## src/design/mmts_pkg.sv

```systemverilog
// Shared types and constants for the min/max tracking stack.
// No dependencies; the controller, datapath, top level and checker import this package.
`timescale 1ns / 1ps

package mmts_pkg;

	localparam int DATA_W        = 32;
	localparam int LEN_W         = 11;
	localparam int CMD_W         = 2;
	localparam int STAT_W        = 2;
	localparam int DEFAULT_DEPTH = 1024;

	localparam logic [CMD_W-1:0] CMD_PUSH = 2'd0;
	localparam logic [CMD_W-1:0] CMD_POP  = 2'd1;

	localparam logic [STAT_W-1:0] STAT_OK        = 2'd0;
	localparam logic [STAT_W-1:0] STAT_UNDERFLOW = 2'd1;
	localparam logic [STAT_W-1:0] STAT_OVERFLOW  = 2'd2;

	typedef enum logic [1:0] {
		ST_IDLE,
		ST_EXEC,
		ST_TOP,
		ST_DONE
	} state_t;

	typedef struct packed {
		logic capture;
		logic execute;
		logic load_out;
	} ctrl_cmd_t;

endpackage

```

## src/design/mmts_ctrl.sv

```systemverilog
// Sequencer for the min/max tracking stack: input handshake, step control,
// output valid register. Depends on mmts_pkg.
`timescale 1ns / 1ps

module mmts_ctrl
	import mmts_pkg::*;
(
	input  logic      clk,
	input  logic      arst_n,
	input  logic      in_valid,
	output logic      in_stall,
	output logic      out_valid,
	input  logic      out_stall,
	output ctrl_cmd_t cmd
);

	state_t state_q;
	state_t state_d;
	logic   out_valid_q;

	always_comb begin
		state_d = state_q;
		unique case (state_q)
			ST_IDLE: begin
				if (in_valid) begin
					state_d = ST_EXEC;
				end
			end
			ST_EXEC: state_d = ST_TOP;
			ST_TOP:  state_d = ST_DONE;
			ST_DONE: begin
				if (!out_valid_q || !out_stall) begin
					state_d = ST_IDLE;
				end
			end
			default: state_d = ST_IDLE;
		endcase
	end

	always_comb begin
		in_stall     = (state_q != ST_IDLE);
		cmd.capture  = (state_q == ST_IDLE) && in_valid;
		cmd.execute  = (state_q == ST_EXEC);
		cmd.load_out = (state_q == ST_DONE) && (!out_valid_q || !out_stall);
	end

	always_ff @(posedge clk or negedge arst_n) begin
		if (!arst_n) begin
			state_q     <= ST_IDLE;
			out_valid_q <= 1'b0;
		end else begin
			state_q <= state_d;
			if (cmd.load_out) begin
				out_valid_q <= 1'b1;
			end else if (!out_stall) begin
				out_valid_q <= 1'b0;
			end
		end
	end

	assign out_valid = out_valid_q;

endmodule

```

## config.mk

```make
export PLATFORM = sky130hd
export DESIGN_NAME = mmts_ctrl
export DESIGN_NICKNAME = d
export VERILOG_FILES = /design/src/design/mmts_pkg.sv /design/src/design/mmts_ctrl.sv
export SDC_FILE = /design/constraint.sdc
export NUM_CORES = 1
export LEC_CHECK = 0
export BUFFER_PORTS_ARGS = -buffer_cell sky130_fd_sc_hd__buf_4
export CAP_MARGIN = 25
export CELL_PAD_IN_SITES_DETAIL_PLACEMENT = 1
export CELL_PAD_IN_SITES_GLOBAL_PLACEMENT = 2
export CORE_AREA = 2 2 39 41
export CTS_BUF_LIST = sky130_fd_sc_hd__clkbuf_16
export DETAILED_ROUTE_END_ITERATION = 8
export DIE_AREA = 0 0 41 43
export PLACE_DENSITY_LB_ADDON = 0.08
export SLEW_MARGIN = 20
export SYNTH_ARGS = -nofsm -noshare
export SYNTH_HDL_FRONTEND = slang
export SYNTH_SLANG_ARGS = --single-unit
export TNS_END_PERCENT = 20
```

## constraint.sdc

```tcl
create_clock -name clk -period 1.65 [get_ports clk]
set_input_delay 0.0825 -clock clk [delete_from_list [all_inputs] [get_ports clk]]
set_output_delay 0.0825 -clock clk [all_outputs]
set_load 0.02 [all_outputs]
```

==> results of run 1 <==
[worst max-delay path, delay by kind of cell (launching register included)]
| family | cells | cell delay (ns) |
|---|---|---|
| buf+inv | 2 | 0.18 |
| fa+ha+maj | 1 | 0.18 |
| flops | 1 | 0.41 |
| mux | 1 | 0.31 |
| compound gates | 1 | 0.17 |
[routing by layer]
| metal | up-vias | GRT usage, % | part of all wire (%) |
|---|---|---|---|
| li1 | 86 | - | - |
| met1 | 88 | 8.682 | 38 |
| met2 | 7 | 11.56 | 54 |
| met3 | 0 | 4.712 | 8.0 |
| met4 | 0 | 8.000 | 0 |
| met5 | - | 0 | 0 |
[stage by stage]
step	setup slack [ns]	instances	area, um^2
4_1_cts	0.2453	48	394.1
5_1_grt	0.1693	48	394.1
6_report	0.2827	48	394.1
3_5_place_dp	0.2497	43	305.3
2_1_floorplan	0.3184	19	225.2
3_3_place_gp	0.2474	43	305.3
[registers in the layout, summed over array words and instances (netlist names)]
register and flops:
out_valid 1, state_q 2
[area by class of cell]
| cell class | instances | share of cell area (%) |
|---|---|---|
| multi-input cells | 13 | 35.24 |
| inverters | 3 | 2.857 |
| repair buffers | 9 | 17.78 |
| clock inverters | 1 | 0.9524 |
| well taps | 16 | 5.079 |
| clock buffers | 3 | 19.05 |
| flip-flops and latches | 3 | 19.05 |
[worst max path at each step]
stage / slack [ns] / cells past startpoint / endpoint / start
6_report: 0.28 / 5 / state_q[1] / state_q[1]
4_1_cts: 0.25 / 5 / state_q[1] / state_q[1]
5_1_grt: 0.17 / 5 / state_q[1] / state_q[0]
3_3_place_gp: 0.25 / 5 / state_q[1] / state_q[1]
2_1_floorplan: 0.32 / 5 / state_q[1] / state_q[0]
3_5_place_dp: 0.25 / 5 / state_q[1] / state_q[1]
[report_power, final]
group | switching (W) | internal [W] | total (W)
logic | 0.000209 | 0.000195 | 0.000404
registers | 0.0000416 | 0.000115 | 0.000156
clock network | 0.0000609 | 0.000312 | 0.000373
total | 0.000311 | 0.000621 | 0.000933
[cells by family after synthesis]
family                   after synthesis
flip-flops                             3
adder cells (fa/ha/maj)                5
AO/OA/AOI/OAI                          3
buffers and inverters                  3
multiplexers                           2
AND/OR/NAND/NOR                        3
[layout by cell type, fill, tap and decap left out]
cell type / n
buf_4: 8
ha_1: 5
inv_1: 3
clkbuf_16: 3
dfrtp_1: 3
inv_2: 1
a21boi_0: 1
and2_1: 1
nand3_2: 1
o21ai_4: 1
mux2_4: 1
a21o_1: 1
nor2_1: 1
mux2i_1: 1
dlygate4sd3_1: 1
==> reports/summary.txt, run 1 <==
Area Growth Syn to Fin: 75.00%
Synth Instances: 19
fin nets: 42
H-tree depth: 1
die width: 41 um
Inserted Diodes: 0
layout cells sized above 1: 46.88%
mux share of post-synthesis cell area: 11.11%
Max Cap Viol: 0
clock sink count: 3
FF/Latch Area: 75.07 um^2
Final setup viols: 0
cts hold-fix bufs: 1
Hold Path End: out_valid
leading area contributor after synthesis: dfrtp_1
deepest clock path buffer count: 2
Slowest Stage Delay on Critical Path: 0.41 ns
worst hold stages: 2
Final Core Density: 28.48%
unrepaired setup endpoints after global routing: false
synthesized net count: 28
worst-margin pin slew: 0.1774 ns
first-pass GRT wire length: 910 um
Worst R2R End: state_q[1]
Synth warnings: 0
simple-gate share of the synthesized area: 8.889%
pwr dens: 2366 nW/um^2
routed vias: 181
clk root buf: clkbuf_16
FF+latch count, synth: 3
clock period minus worst slack: 1.367 ns
CTS buffer count: 3
largest net degree at the start of global routing: 5
Max-slew headroom: 88.07%
total global routing track utilization: 8.534%
FF-to-FF path depth: 5
Arrival @ worst endpoint: 1.47 ns
synth top area cells: dfrtp_1 33%, ha_1 28%, o21ai_4 7.2%, mux2_4 6.7%, mux2i_1 4.4%
Initial DRC Count: 0
Crit Path Category: register to register
Hold Fails Final Rpt: 0
LEAKAGE: 0.2042 nW
number of remaining DRC errors: 0
Core Footprint: 1384 um^2
mapped cell area: 225.2 um^2
WL final: 489 um
async set-reset flop share out of synthesis: 100.0%
Post-synth EDFFs: 0
area of the multi-input gates: 138.9 um^2
grt ovf: 0
Synth Flop Type: dfrtp_1
# rows: 14
worst hold start: out_stall
clock latency on the worst-skew pair: 0.22 ns
clock tree from TritonCTS: done
Max Clock Skew: 0.002143 ns
Slew Limit Fails: 0
top cells by instance count after synthesis: 5 x ha_1, 3 x dfrtp_1, 2 x inv_1
post-CTS sizing: 0
CP required: 1.75 ns
number of global-route vias before repair: 213
hold_ws: 0.1047 ns
Initial Util: 16.27%
Fillers: 157
synth unique cells: 12
setup TNS: 0 ns
IO buf count: 8
HP Class: primary input to register
HPWL Detailed: 409.2 um
slowest stage cell, crit path: dfrtp_1
WL per Instance: 10.19 um
First-pass DRT Iterations: 1
DIE AREA: 1763 um^2
Mean Syn Cell Area: 11.85 um^2
io pins: 9
drt via density: 3.771
outcome: completed
period utilization: 82.87%
Synth Area in XOR/XNOR: 0%
largest family of logic cells by synthesized area: adder cells
kind of end point of the critical path: register
Max Clk Rate: 731.4 MHz
VDD IR max: 0.0009285 V
PnR Total Power: 0.0009326 W
Routed Antenna Nets: 0
Worst R2R Start: state_q[1]
CP Cell Sequence: inv_1 > ha_1 > inv_2 > o21ai_4 > mux2_4
post-synthesis adder-cell area fraction: 27.78%
CP startpoint kind: register
chip height: 43 um
# Post-CTS Setup Buffers: 0
clock slew at reported path FFs: 0.03 ns
top-area cell type share of the netlist area: 33.33%
Synth Area in Compound Gates: 13.89%
GPL Wtd Cong: 0.6852
crit path max fanout: 4
initial antenna violation count: 0
sequential fraction of the synthesis area: 33.33%
count leader, synth: ha_1
Worst R2R Setup Slack: 0.28 ns
No activity file was read; power rests on OpenSTA's default activity.
==> run 2: changes to the inputs <==
--- a/config.mk
+++ b/config.mk
@@ -5,6 +5,7 @@
 export SDC_FILE = /design/constraint.sdc
 export NUM_CORES = 1
 export LEC_CHECK = 0
+export ABC_AREA = 1
 export BUFFER_PORTS_ARGS = -buffer_cell sky130_fd_sc_hd__buf_4
 export CAP_MARGIN = 25
 export CELL_PAD_IN_SITES_DETAIL_PLACEMENT = 1
==> constraint.sdc (replaced) <==
create_clock -name clk -period 1.37 [get_ports clk]
set_input_delay 0.0685 -clock clk [delete_from_list [all_inputs] [get_ports clk]]
set_output_delay 0.0685 -clock clk [all_outputs]
set_load 0.02 [all_outputs]
==> run 2 against run 1 <==
  * Critical path type is now register to primary output
  * Core utilization is 0.90 points higher
  * Largest power group unchanged
  * Sequential power is 21% higher
  * Register-to-register slack barely moved
  * Synthesized cell count up 58%
==> reports/summary.txt, run 2 <==
die width: 41 um
io pins: 9
HPWL Detailed: 427.1 um
largest reg by FF count: state_q
Setup WS pre-CTS: 0.2523 ns
clock latency on the worst-skew pair: 0.22 ns
# rows: 14
drt via density: 3.644
CP required: 1.30 ns
commonest cells after routing, fill and taps aside: 8 x inv_1, 8 x nand2_1, 8 x buf_4
CTS buffer count: 3
period utilization: 91.95%
LEAKAGE: 0.2341 nW
Synth Instances: 30
Slew Limit Fails: 0
Arrival @ worst endpoint: 1.19 ns
First-pass DRT Iterations: 4
top-area cell type share of the netlist area: 31.91%
IO buf count: 8
Slowest Stage Delay on Critical Path: 0.40 ns
pwr dens: 2762 nW/um^2
Post-synth EDFFs: 0
Max Cap Viol: 0
worst hold start: out_stall
Initial DRC Count: 4
HP Class: primary input to register
Hold Fails Final Rpt: 0
setup TNS: 0 ns
simple-gate share of the synthesized area: 26.60%
kind of end point of the critical path: primary output
Synth Area in Compound Gates: 2.128%
layout cells sized above 1: 37.21%
clk root buf: clkbuf_16
first-pass GRT wire length: 959 um
outcome: completed
# Post-CTS Setup Buffers: 0
number of remaining DRC errors: 0
Largest register FFs: 2
DIE AREA: 1763 um^2
post-synthesis adder-cell area fraction: 26.60%
CP startpoint kind: register
total global routing track utilization: 8.350%
chip height: 43 um
CP Cell Sequence: inv_1 > ha_2 > nand2_1 > inv_1 > buf_4
FF+latch count, synth: 3
Synth Area in XOR/XNOR: 0%
deepest clock path buffer count: 2
Worst R2R Start: state_q[0]
VDD IR max: 0.0008193 V
Mean Syn Cell Area: 7.841 um^2
WL per Instance: 8.712 um
largest family of logic cells by synthesized area: adder cells
FF-to-FF path depth: 5
Core Footprint: 1384 um^2
Final setup viols: 0
worst hold stages: 3
clock period minus worst slack: 1.260 ns
synth top area cells: dfrtp_1 32%, ha_1 27%, inv_1 13%, nand2_1 13%, nand2_2 5.3%
async set-reset flop share out of synthesis: 100.0%
Max Clk Rate: 793.8 MHz
clock slew at reported path FFs: 0.03 ns
final setup margin: 0.1102 ns
crit path max fanout: 4
CP Launch Point: state_q[0]
Synth warnings: 0
Max Clock Skew: 0.0001553 ns
Synth Flop Type: dfrtp_1
fin nets: 53
largest net degree at the start of global routing: 5
mux share of post-synthesis cell area: 0%
WL final: 514 um
Area Growth Syn to Fin: 72.87%
synthesized net count: 39
Inserted Diodes: 0
H-tree depth: 1
Routed Antenna Nets: 0
slowest stage cell, crit path: dfrtp_1
initial antenna violation count: 0
most frequent CP cell: inv_1
number of global-route vias before repair: 237
GPL Wtd Cong: 0.7347
Crit Path Category: register to primary output
grt ovf: 0
top cells by instance count after synthesis: 8 x inv_1, 8 x nand2_1, 5 x ha_1, 3 x dfrtp_1
leading area contributor after synthesis: dfrtp_1
Initial Util: 17.00%
routed vias: 215
Max-slew headroom: 89.33%
clock sink count: 3
worst-margin pin slew: 0.1600 ns
mapped cell area: 235.2 um^2
sequential fraction of the synthesis area: 31.91%
clock tree from TritonCTS: done
synth unique cells: 8
-- run 2: power by group --
group	total (W)	switching, W	internal (W)
combinational	0.000479	0.000277	0.000203
clock	0.000455	0.0000784	0.000376
sequential	0.000189	0.0000528	0.000137
-- run 2: final timing paths --
kind	slack, ns	end
max in group asynchronous	1.11	out_valid
min reg2reg	0.53	out_valid
max reg2reg	0.29	state_q[1]
max	0.11	cmd[2]
min	0.07	out_valid
min in group asynchronous	0.16	state_q[1]
-- run 2: timing repair --
action / CTS / global route
resized for setup: 0 / 2
hold buffers: 1 / 0
setup endpoints to repair: 0 / 1
endpoints found under the hold margin: 3 / 0
-- run 2: through the flow --
stage	area, um^2	instances	util (%)	total power [W]	hold slack, ns
2_1_floorplan	235.2	30	-	0.0004951	-0.2271
3_3_place_gp	315.3	54	22.78	0.0006573	-0.1387
3_5_place_dp	315.3	54	22.78	0.0006703	-0.1405
4_1_cts	404.1	59	29.20	0.001138	0.07407
5_1_grt	406.6	59	29.39	0.001219	0.1068
6_report	406.6	59	29.39	0.001123	0.07491
-- run 2: worst max-delay path: cells and delay by family, from the launching register on --
family                   cells  cell delay (ns)
flip-flops                   1             0.40
buffers and inverters        3             0.31
adder cells (fa/ha/maj)      1             0.21
AND/OR/NAND/NOR              1             0.05
-- run 2: cell families (layout without fill, tap and decap cells) --
group,count (synthesis),after routing
simple gates,13,13
buf+inv,8,21
fa+ha+maj,5,5
flops,3,3
compound gates,1,1
-- run 2: area by class of cell --
type | count | area [um^2]
inverters | 8 | 30.03
clock buffers | 3 | 75.07
multi-input cells | 19 | 132.6
flip-flops and latches | 3 | 75.07
repair buffers | 9 | 70.07
well taps | 16 | 20.02
fillers | 166 | 977.2
clock inverters | 1 | 3.754
-- run 2: layer usage --
layer	GRT usage (%)	up-vias	part of all wire, %
met5	0	-	0
met4	8.000	0	0
met3	1.571	0	3.9
met2	11.56	4	56
met1	10.03	99	40
li1	-	112	-
